**src/hdl/bounded_sorted_priority_queue_defines.svh**
```systemverilog
// Assertion macros used by the priority queue top module.
// Expect clk_i and rst_ni in the scope of use.
`ifndef BOUNDED_SORTED_PRIORITY_QUEUE_DEFINES_SVH
`define BOUNDED_SORTED_PRIORITY_QUEUE_DEFINES_SVH

// checked only while out of reset
`define BSQ_ASSERT(lbl, prop, msg) \
  lbl: assert property (@(posedge clk_i) disable iff (!rst_ni) prop) else $error(msg);

// checked at every edge, reset included
`define BSQ_ASSERT_ALWAYS(lbl, prop, msg) \
  lbl: assert property (@(posedge clk_i) prop) else $error(msg);

`endif

```
**src/hdl/bsq_pkg.sv**
```systemverilog
// Package for the bounded sorted priority queue: sizes, codes and types.
// No dependencies.
`timescale 1ns / 1ps

package bsq_pkg;

  localparam int unsigned DEPTH = 16;
  localparam int unsigned OCC_W = $clog2(DEPTH + 1);
  localparam int unsigned CAP_W = 5;
  localparam int unsigned CMP_W = (OCC_W > CAP_W) ? OCC_W : CAP_W;
  localparam logic [CAP_W-1:0] CAP_RESET = CAP_W'(16);

  localparam logic [1:0] OP_INSERT = 2'd0;
  localparam logic [1:0] OP_PULL   = 2'd1;
  localparam logic [1:0] OP_PEEK   = 2'd2;

  localparam logic [1:0] ST_DONE  = 2'd0;
  localparam logic [1:0] ST_FULL  = 2'd1;
  localparam logic [1:0] ST_EMPTY = 2'd2;

  localparam logic REG_CAPACITY = 1'b0;

  typedef struct packed {
    logic signed [31:0] value;
    logic signed [15:0] prio;
  } entry_t;

  typedef struct packed {
    logic ins;
    logic pull;
  } cell_ctrl_t;

endpackage

```
**src/hdl/bsq_in_if.sv**
```systemverilog
// Input channel of the priority queue: valid/ready plus operation payload.
// No dependencies.
`timescale 1ns / 1ps

interface bsq_in_if;
  logic               valid;
  logic               ready;
  logic [1:0]         opcode;
  logic signed [31:0] item_value;
  logic signed [15:0] item_priority;

  modport source (output valid, opcode, item_value, item_priority, input ready);
  modport sink (input valid, opcode, item_value, item_priority, output ready);
endinterface

```
**src/hdl/bsq_out_if.sv**
```systemverilog
// Result channel of the priority queue: valid/ready plus result payload.
// No dependencies.
`timescale 1ns / 1ps

interface bsq_out_if;
  logic               valid;
  logic               ready;
  logic signed [31:0] head_value;
  logic [1:0]         status;
  logic               is_empty;
  logic               is_full;

  modport source (output valid, head_value, status, is_empty, is_full, input ready);
  modport sink (input valid, head_value, status, is_empty, is_full, output ready);
endinterface

```
**src/hdl/bsq_cell.sv**
```systemverilog
// One slot of the sorted chain: holds an entry, compares it with a new one,
// and takes the new entry or a neighbor's entry. Depends on bsq_pkg.
`timescale 1ns / 1ps

module bsq_cell (
  input  logic               clk_i,
  input  bsq_pkg::cell_ctrl_t ctrl_i,
  input  logic               in_use_i,
  input  bsq_pkg::entry_t    new_i,
  input  bsq_pkg::entry_t    left_i,
  input  logic               left_ge_i,
  input  bsq_pkg::entry_t    right_i,
  output bsq_pkg::entry_t    entry_o,
  output logic               ge_o
);

  bsq_pkg::entry_t entry_q, entry_d;

  // stored entry stays ahead of the new one (ties keep arrival order)
  assign ge_o = in_use_i && ($signed(entry_q.prio) >= $signed(new_i.prio));

  always_comb begin
    entry_d = entry_q;
    if (ctrl_i.ins) begin
      if (!ge_o) begin
        entry_d = left_ge_i ? new_i : left_i;
      end
    end else if (ctrl_i.pull) begin
      entry_d = right_i;
    end
  end

  always_ff @(posedge clk_i) begin
    entry_q <= entry_d;
  end

  assign entry_o = entry_q;

endmodule

```
**src/hdl/bsq_cfg.sv**
```systemverilog
// APB-style register block holding the capacity register.
// Depends on bsq_pkg.
`timescale 1ns / 1ps

module bsq_cfg (
  input  logic                    clk_i,
  input  logic                    rst_ni,
  input  logic                    psel,
  input  logic                    penable,
  input  logic                    pwrite,
  input  logic [2:0]              paddr,
  input  logic [31:0]             pwdata,
  output logic [31:0]             prdata,
  output logic                    pready,
  output logic [bsq_pkg::CAP_W-1:0] capacity_o
);

  logic [bsq_pkg::CAP_W-1:0] capacity_q, capacity_d;
  logic                      sel_cap;

  assign sel_cap = (paddr[2] == bsq_pkg::REG_CAPACITY);
  assign pready  = 1'b1;

  always_comb begin
    capacity_d = capacity_q;
    if (psel && penable && pwrite && pready && sel_cap) begin
      capacity_d = pwdata[bsq_pkg::CAP_W-1:0];
    end
  end

  always_ff @(posedge clk_i or negedge rst_ni) begin
    if (!rst_ni) begin
      capacity_q <= bsq_pkg::CAP_RESET;
    end else begin
      capacity_q <= capacity_d;
    end
  end

  assign prdata = sel_cap ? {{(32 - bsq_pkg::CAP_W){1'b0}}, capacity_q} : 32'd0;
  assign capacity_o = capacity_q;

endmodule

```
**src/hdl/bounded_sorted_priority_queue.sv**
```systemverilog
// Bounded priority queue kept sorted, highest priority first, in a row of
// compare-and-shift cells; equal priorities leave in arrival order. Each
// operation (insert, pull, peek) yields one result from a result register;
// a new operation is taken every cycle while results are drained, as all
// cells compare against the new entry and shift in parallel.
// Capacity is set over the APB port (word 0) and saturates at the built depth.
// Depends on bsq_pkg, bsq_in_if, bsq_out_if, bsq_cell, bsq_cfg and the defines.
`timescale 1ns / 1ps
`include "bounded_sorted_priority_queue_defines.svh"

module bounded_sorted_priority_queue (
  input  logic        clk_i,
  input  logic        rst_ni,
  bsq_in_if.sink      in_i,
  bsq_out_if.source   out_o,
  input  logic        psel,
  input  logic        penable,
  input  logic        pwrite,
  input  logic [2:0]  paddr,
  input  logic [31:0] pwdata,
  output logic [31:0] prdata,
  output logic        pready
);

  localparam int unsigned D  = bsq_pkg::DEPTH;
  localparam int unsigned OW = bsq_pkg::OCC_W;
  localparam int unsigned CW = bsq_pkg::CMP_W;

  logic [bsq_pkg::CAP_W-1:0] capacity;
  logic [OW-1:0]             occ_q, occ_d;
  logic                      out_valid_q, out_valid_d;
  logic [1:0]                status_q, status_d;
  logic                      accept, full, empty, do_ins, do_pull;
  logic [CW-1:0]             cap_w, eff_cap, occ_w;
  bsq_pkg::cell_ctrl_t       ctrl;
  bsq_pkg::entry_t           new_entry;
  bsq_pkg::entry_t           cell_q [D];
  logic                      ge [D];

  bsq_cfg u_cfg (
    .clk_i      (clk_i),
    .rst_ni     (rst_ni),
    .psel       (psel),
    .penable    (penable),
    .pwrite     (pwrite),
    .paddr      (paddr),
    .pwdata     (pwdata),
    .prdata     (prdata),
    .pready     (pready),
    .capacity_o (capacity)
  );

  assign cap_w   = CW'(capacity);
  assign eff_cap = (cap_w > CW'(D)) ? CW'(D) : cap_w;
  assign occ_w   = CW'(occ_q);
  assign full    = (occ_w >= eff_cap);
  assign empty   = (occ_q == '0);

  assign in_i.ready = !out_valid_q || out_o.ready;
  assign accept     = in_i.valid && in_i.ready;
  assign do_ins     = accept && (in_i.opcode == bsq_pkg::OP_INSERT) && !full;
  assign do_pull    = accept && (in_i.opcode == bsq_pkg::OP_PULL) && !empty;
  assign ctrl       = '{ins: do_ins, pull: do_pull};
  assign new_entry  = '{value: in_i.item_value, prio: in_i.item_priority};

  for (genvar k = 0; k < D; k++) begin : g_cell
    bsq_pkg::entry_t left, right;
    logic            left_ge;
    if (k == 0) begin : g_first
      assign left    = new_entry;
      assign left_ge = 1'b1;
    end else begin : g_mid
      assign left    = cell_q[k-1];
      assign left_ge = ge[k-1];
    end
    if (k == D - 1) begin : g_last
      assign right = cell_q[k];
    end else begin : g_inner
      assign right = cell_q[k+1];
    end
    bsq_cell u_cell (
      .clk_i     (clk_i),
      .ctrl_i    (ctrl),
      .in_use_i  (occ_q > OW'(k)),
      .new_i     (new_entry),
      .left_i    (left),
      .left_ge_i (left_ge),
      .right_i   (right),
      .entry_o   (cell_q[k]),
      .ge_o      (ge[k])
    );
  end

  always_comb begin
    occ_d       = occ_q;
    status_d    = status_q;
    out_valid_d = out_valid_q && !out_o.ready;
    if (accept) begin
      out_valid_d = 1'b1;
      status_d    = bsq_pkg::ST_DONE;
      case (in_i.opcode)
        bsq_pkg::OP_INSERT: begin
          if (full) begin
            status_d = bsq_pkg::ST_FULL;
          end else begin
            occ_d = occ_q + OW'(1);
          end
        end
        bsq_pkg::OP_PULL: begin
          if (empty) begin
            status_d = bsq_pkg::ST_EMPTY;
          end else begin
            occ_d = occ_q - OW'(1);
          end
        end
        default: begin
          status_d = bsq_pkg::ST_DONE;
        end
      endcase
    end
  end

  always_ff @(posedge clk_i or negedge rst_ni) begin
    if (!rst_ni) begin
      occ_q       <= '0;
      out_valid_q <= 1'b0;
      status_q    <= bsq_pkg::ST_DONE;
    end else begin
      occ_q       <= occ_d;
      out_valid_q <= out_valid_d;
      status_q    <= status_d;
    end
  end

  // state only moves on a transfer, so the result reads the stored queue
  assign out_o.valid      = out_valid_q;
  assign out_o.status     = status_q;
  assign out_o.head_value = empty ? 32'sd0 : cell_q[0].value;
  assign out_o.is_empty   = empty;
  assign out_o.is_full    = full;

  `BSQ_ASSERT_ALWAYS(a_occ_bound, (occ_q <= OW'(D)), "occupancy above depth")
  `BSQ_ASSERT(a_refused_hold, (accept && status_d != bsq_pkg::ST_DONE) |=> $stable(occ_q), "refused op changed occupancy")
  `BSQ_ASSERT(a_pull_dec, do_pull |=> (occ_q == $past(occ_q) - OW'(1)), "pull did not decrement")
  `BSQ_ASSERT(a_sorted, (occ_q >= OW'(2)) |-> ($signed(cell_q[0].prio) >= $signed(cell_q[1].prio)), "head out of order")

endmodule
```
**src/flat_wrapper.sv**
```systemverilog
// flat-port wrapper written by rule: the top's interface ports become plain ports
module bounded_sorted_priority_queue_flat 
  (clk_i, rst_ni, psel, penable, pwrite, paddr, pwdata, prdata, pready, in_i_valid, in_i_opcode, in_i_item_value, in_i_item_priority, in_i_ready, out_o_valid, out_o_head_value, out_o_status, out_o_is_empty, out_o_is_full, out_o_ready);
  bsq_in_if in_i_i ();
  bsq_out_if out_o_i ();
  input  logic clk_i;
  input  logic rst_ni;
  input  logic psel;
  input  logic penable;
  input  logic pwrite;
  input  logic [2:0] paddr;
  input  logic [31:0] pwdata;
  output logic [31:0] prdata;
  output logic pready;
  input wire logic [$bits(in_i_i.valid)-1:0] in_i_valid;
  input wire logic [$bits(in_i_i.opcode)-1:0] in_i_opcode;
  input wire logic [$bits(in_i_i.item_value)-1:0] in_i_item_value;
  input wire logic [$bits(in_i_i.item_priority)-1:0] in_i_item_priority;
  output wire logic [$bits(in_i_i.ready)-1:0] in_i_ready;
  output wire logic [$bits(out_o_i.valid)-1:0] out_o_valid;
  output wire logic [$bits(out_o_i.head_value)-1:0] out_o_head_value;
  output wire logic [$bits(out_o_i.status)-1:0] out_o_status;
  output wire logic [$bits(out_o_i.is_empty)-1:0] out_o_is_empty;
  output wire logic [$bits(out_o_i.is_full)-1:0] out_o_is_full;
  input wire logic [$bits(out_o_i.ready)-1:0] out_o_ready;
  assign in_i_i.valid = in_i_valid;
  assign in_i_i.opcode = in_i_opcode;
  assign in_i_i.item_value = in_i_item_value;
  assign in_i_i.item_priority = in_i_item_priority;
  assign in_i_ready = in_i_i.ready;
  assign out_o_valid = out_o_i.valid;
  assign out_o_head_value = out_o_i.head_value;
  assign out_o_status = out_o_i.status;
  assign out_o_is_empty = out_o_i.is_empty;
  assign out_o_is_full = out_o_i.is_full;
  assign out_o_i.ready = out_o_ready;
  bounded_sorted_priority_queue u_core (.clk_i(clk_i), .rst_ni(rst_ni), .in_i(in_i_i), .out_o(out_o_i), .psel(psel), .penable(penable), .pwrite(pwrite), .paddr(paddr), .pwdata(pwdata), .prdata(prdata), .pready(pready));
endmodule
```
**config.mk**
```make
export PLATFORM = sky130hd
export DESIGN_NAME = bounded_sorted_priority_queue_flat
export DESIGN_NICKNAME = d
export VERILOG_FILES = /design/src/hdl/bsq_pkg.sv /design/src/hdl/bsq_in_if.sv /design/src/hdl/bsq_out_if.sv /design/src/hdl/bsq_cell.sv /design/src/hdl/bsq_cfg.sv /design/src/hdl/bounded_sorted_priority_queue.sv /design/src/flat_wrapper.sv
export VERILOG_INCLUDE_DIRS = /design/src /design/src/hdl
export SDC_FILE = /design/constraint.sdc
export NUM_CORES = 2
export LEC_CHECK = 0
export BUFFER_PORTS_ARGS = -buffer_cell sky130_fd_sc_hd__buf_2
export CORE_AREA = 2 2 405 206
export DETAILED_ROUTE_END_ITERATION = 16
export DIE_AREA = 0 0 407 208
export PLACE_DENSITY = 0.74
export SKIP_CTS_REPAIR_TIMING = 1
export SLEW_MARGIN = 20
export SYNTH_ARGS = -nofsm -noshare
export SYNTH_HDL_FRONTEND = slang
export SYNTH_SLANG_ARGS = --single-unit
```
**constraint.sdc**
```tcl
create_clock -name clk_i -period 8.7 [get_ports clk_i]
set_input_delay 1.74 -clock clk_i [delete_from_list [all_inputs] [get_ports clk_i]]
set_output_delay 1.74 -clock clk_i [all_outputs]
set_load 0.01 [all_outputs]
```
==> qor.yml <==
clocking:
  clock_path_buffers: 3
  numCtsBuffers: 73
  htree_levels: 3
  clkLatencyLatePin_ns: 0.68
  cts.sinks: 781
  cts-root-buf: "clkbuf_16"
  tritoncts: "done"
  clk_pin_slew_ns: 0.06
timing:
  fin_crit_ns: 6.42
  hold_violations: 0
  slew_violations: 0
  finalCritPeriodShare: 0.738
  worstMarginPinSlew_ns: 1.18
  fin_worst_skew_ns: 0.0302
  fin_setup_tns_ns: 0
  fmax_mhz: 156
  setup_viol: 0
  maxSlewHeadroom: 0.212
  hold_slack_ns: 0.492
  rsz0062_at_grt: "false"
power_and_ir_drop:
  total_power_mw: 12.9
  peakVddDrop_mv: 0.290
  powerDensity_mw_per_mm2: 261
  leakagePower_nw: 18.5
final_layout:
  postLayoutCoreUtil: 0.610
  layout_commonest_cell: "edfxtp_1"
  regArea_mm2: 0.0234
  diodes: 0
  multiInputGateArea_mm2: 0.0210
  fillers: 6582
  area_growth_pct: 7.40
  final_cells: 5404
  final_cell_mix: "edfxtp_1, nand2_1, nand3_1, o211ai_1, a21oi_1"
  drive_above_1_share: 0.0953
  nets: 4603
synthesis:
  yosysUniqueCellTypes: 65
  avgSynthCellArea_um2: 10.5
  synth_ff_type: "edfxtp_1"
  ys_ff_latch: 781
  synth_area_leaders: "edfxtp_1, ha_1, o211ai_1, mux2i_1, nand2_1"
  ys_seq_area_frac: 0.508
  synth_top_area_share: 0.501
  ys.warnings.count: 0
  synth_top_area_cell: "edfxtp_1"
  async_flop_share: 0.0166
  syn_inst: 4389
  synth-edff-count: 768
  syn_area_mm2: 0.0460
placed_design:
  io_buffers: 105
  dp_hpwl_mm: 92.3
  dpl.cell_count: 5272
  gp_congestion: 0.927
critical_path:
  path_class: "input port to register"
  slowest_delay_ns: 0.93
  crit_family: "buffers and inverters"
  cp-end-kind: "register"
  crit_path_max_fanout: 25
  path_cells: "buf_2 > inv_1 > ha_1 > nand4_1 > nor4_1 > a21boi_1 > o31ai_1 > a31oi_4 > buf_4 > buf_4 > mux2i_1 > o21ai_0"
  required_ns: 9.05
  crit_buf_inv: 4
  cp-start-kind: "input port"
  crit_arrival_ns: 6.77
  critPathMostFrequentCell: "buf_4"
  cp_slowest_cell: "nor4_1"
drt:
  num_vias: 37300
  routed_wl_mm: 146
  drtAntennaViolNets: 0
  drc_errors: 0
  drt_iter0_drc: 6351
  post_drt_via_cell_ratio: 6.90
  first_pass_iters: 8
  wl_per_cell_um: 27.0
die:
  die_area_mm2: 0.0847
  rows: 74
  die_x_um: 407
  initial_utilization: 0.568
  dieHeight_um: 208
  io_pins: 163
  core-area_mm2: 0.0810
grt:
  grt_first_pass_wirelength_mm: 216
  grt_usage: 0.337
  grt_max_degree: 204
  overflow: 0
  antenna_found_initial: 9
  grt_pass1_vias: 33600
job:
  cap_violations: 0
min_path:
  hold_class: "register to register"
run_status:
  status: "complete, no violations"
==> sequential cells by signal, summed over array words and instances (netlist names) <==
register,flops
u_core.out_o.status,2
u_core.out_o.valid,1
u_core.g_cell.u_cell.entry_o,768
u_core.occ_q,5
u_core.u_cfg.capacity_o,5
==> synth_stat cells, types with 6 or more instances <==
| master | instances |
|---|---|
| mux2_1 | 9 |
| nor4_1 | 8 |
| clkbuf_1 | 270 |
| nor2b_1 | 23 |
| nand2b_1 | 10 |
| or3_1 | 6 |
| o31ai_1 | 8 |
| a21o_1 | 43 |
| a21boi_0 | 51 |
| a21oi_1 | 311 |
| and3_1 | 109 |
| buf_2 | 78 |
| and4_1 | 21 |
| ha_1 | 266 |
| dfrtp_1 | 12 |
| edfxtp_1 | 768 |
| o21ai_1 | 42 |
| nand3_1 | 412 |
| o21ai_0 | 59 |
| o2111ai_1 | 49 |
| nand2_1 | 569 |
| buf_1 | 19 |
| nor3_1 | 10 |
| o221ai_1 | 10 |
| mux2_2 | 46 |
| a211oi_1 | 15 |
| inv_1 | 41 |
| buf_4 | 34 |
| o31a_1 | 49 |
| mux2i_1 | 239 |
| nor2_1 | 217 |
| and2_1 | 36 |
| or2_2 | 49 |
| o21a_1 | 8 |
| buf_6 | 9 |
| nand4_1 | 84 |
| o211ai_1 | 344 |
| a31o_2 | 6 |
==> metal layers <==
| metal | routed length (um) | vias up | GRT usage |
|---|---|---|---|
| met2 | 52700 | 2876 | 0.399 |
| met3 | 25400 | 237 | 0.147 |
| met4 | 3430 | 6 | 0.0891 |
| li1 | - | 16400 | - |
| met5 | 36 | - | 0 |
| met1 | 64300 | 17800 | 0.539 |
==> area by class of cell <==
| type | instances | area share |
|---|---|---|
| clock inverter | 35 | 0.00833 |
| tap | 1102 | 0.0279 |
| clock buffer | 97 | 0.0401 |
| sequential | 781 | 0.473 |
| timing repair buffer | 165 | 0.0218 |
| multi-input combinational | 3182 | 0.426 |
| inverter | 42 | 0.00319 |
==> cell families (layout without fill, tap and decap cells) <==
| logic type | count (synthesis) | in the layout | share of synthesized area |
|---|---|---|---|
| adders and majority gates | 266 | 266 | 0.0723 |
| and+or+nand+nor | 1562 | 1562 | 0.160 |
| xor gates and xnor gates | 4 | 4 | 0.000761 |
| buffers and inverters | 452 | 339 | 0.0432 |
| DFF | 781 | 781 | 0.508 |
| AOI/OAI and AO/OA | 1027 | 1027 | 0.150 |
| other | 2 | 28 | 0.000163 |
| muxes | 295 | 295 | 0.0658 |
==> final timing paths <==
check / startpoint / endpoint / slack (ns) / depth (start not counted)
max in group asynchronous: rst_ni / u_core.u_cfg.capacity_o[4]$_DFFE_PN1P_ / 7.45 / 1
min in group asynchronous: rst_ni / u_core.u_cfg.capacity_o[0]$_DFFE_PN0P_ / 0.96 / 1
max: in_i_item_priority[15] / u_core.g_cell[11].u_cell.entry_o[0]$_DFFE_PP_ / 2.28 / 12
max reg2reg: u_core.g_cell[10].u_cell.entry_o[15]$_DFFE_PP_ / u_core.g_cell[11].u_cell.entry_o[0]$_DFFE_PP_ / 3.61 / 10
min: u_core.out_o.status[1]$_DFFE_PN0P_ / u_core.out_o.status[1]$_DFFE_PN0P_ / 0.49 / 2
min reg2reg: u_core.out_o.status[1]$_DFFE_PN0P_ / u_core.out_o.status[1]$_DFFE_PN0P_ / 0.49 / 2
==> power breakdown <==
group          total (mW)  switching (mW)  internal (mW)
sequential           5.13           0.301           4.82
combinational        4.41            3.13           1.28
clock                3.39            1.54           1.85
total                12.9            4.96           7.96
==> worst reg2reg max path: stages (launching register included) <==
cell and delay [ns]:
edfxtp_1 0.44, ha_1 0.43, nand4_1 0.37, nor4_1 0.93, a21boi_1 0.59, o31ai_1 0.22, a31oi_4 0.26, buf_4 0.48
buf_4 0.66, mux2i_1 0.28, o21ai_0 0.11
==> through the flow <==
| stage | area [um^2] | setup slack (ns) |
|---|---|---|
| final | 49400 | 2.28 |
| after global routing | 49400 | 2.26 |
| after CTS | 49400 | 2.74 |
| after detailed placement | 47000 | 2.09 |
| after global placement | 47000 | 2.14 |
| after floorplan | 46100 | 0.722 |
Power figures use the tool's default switching activity.
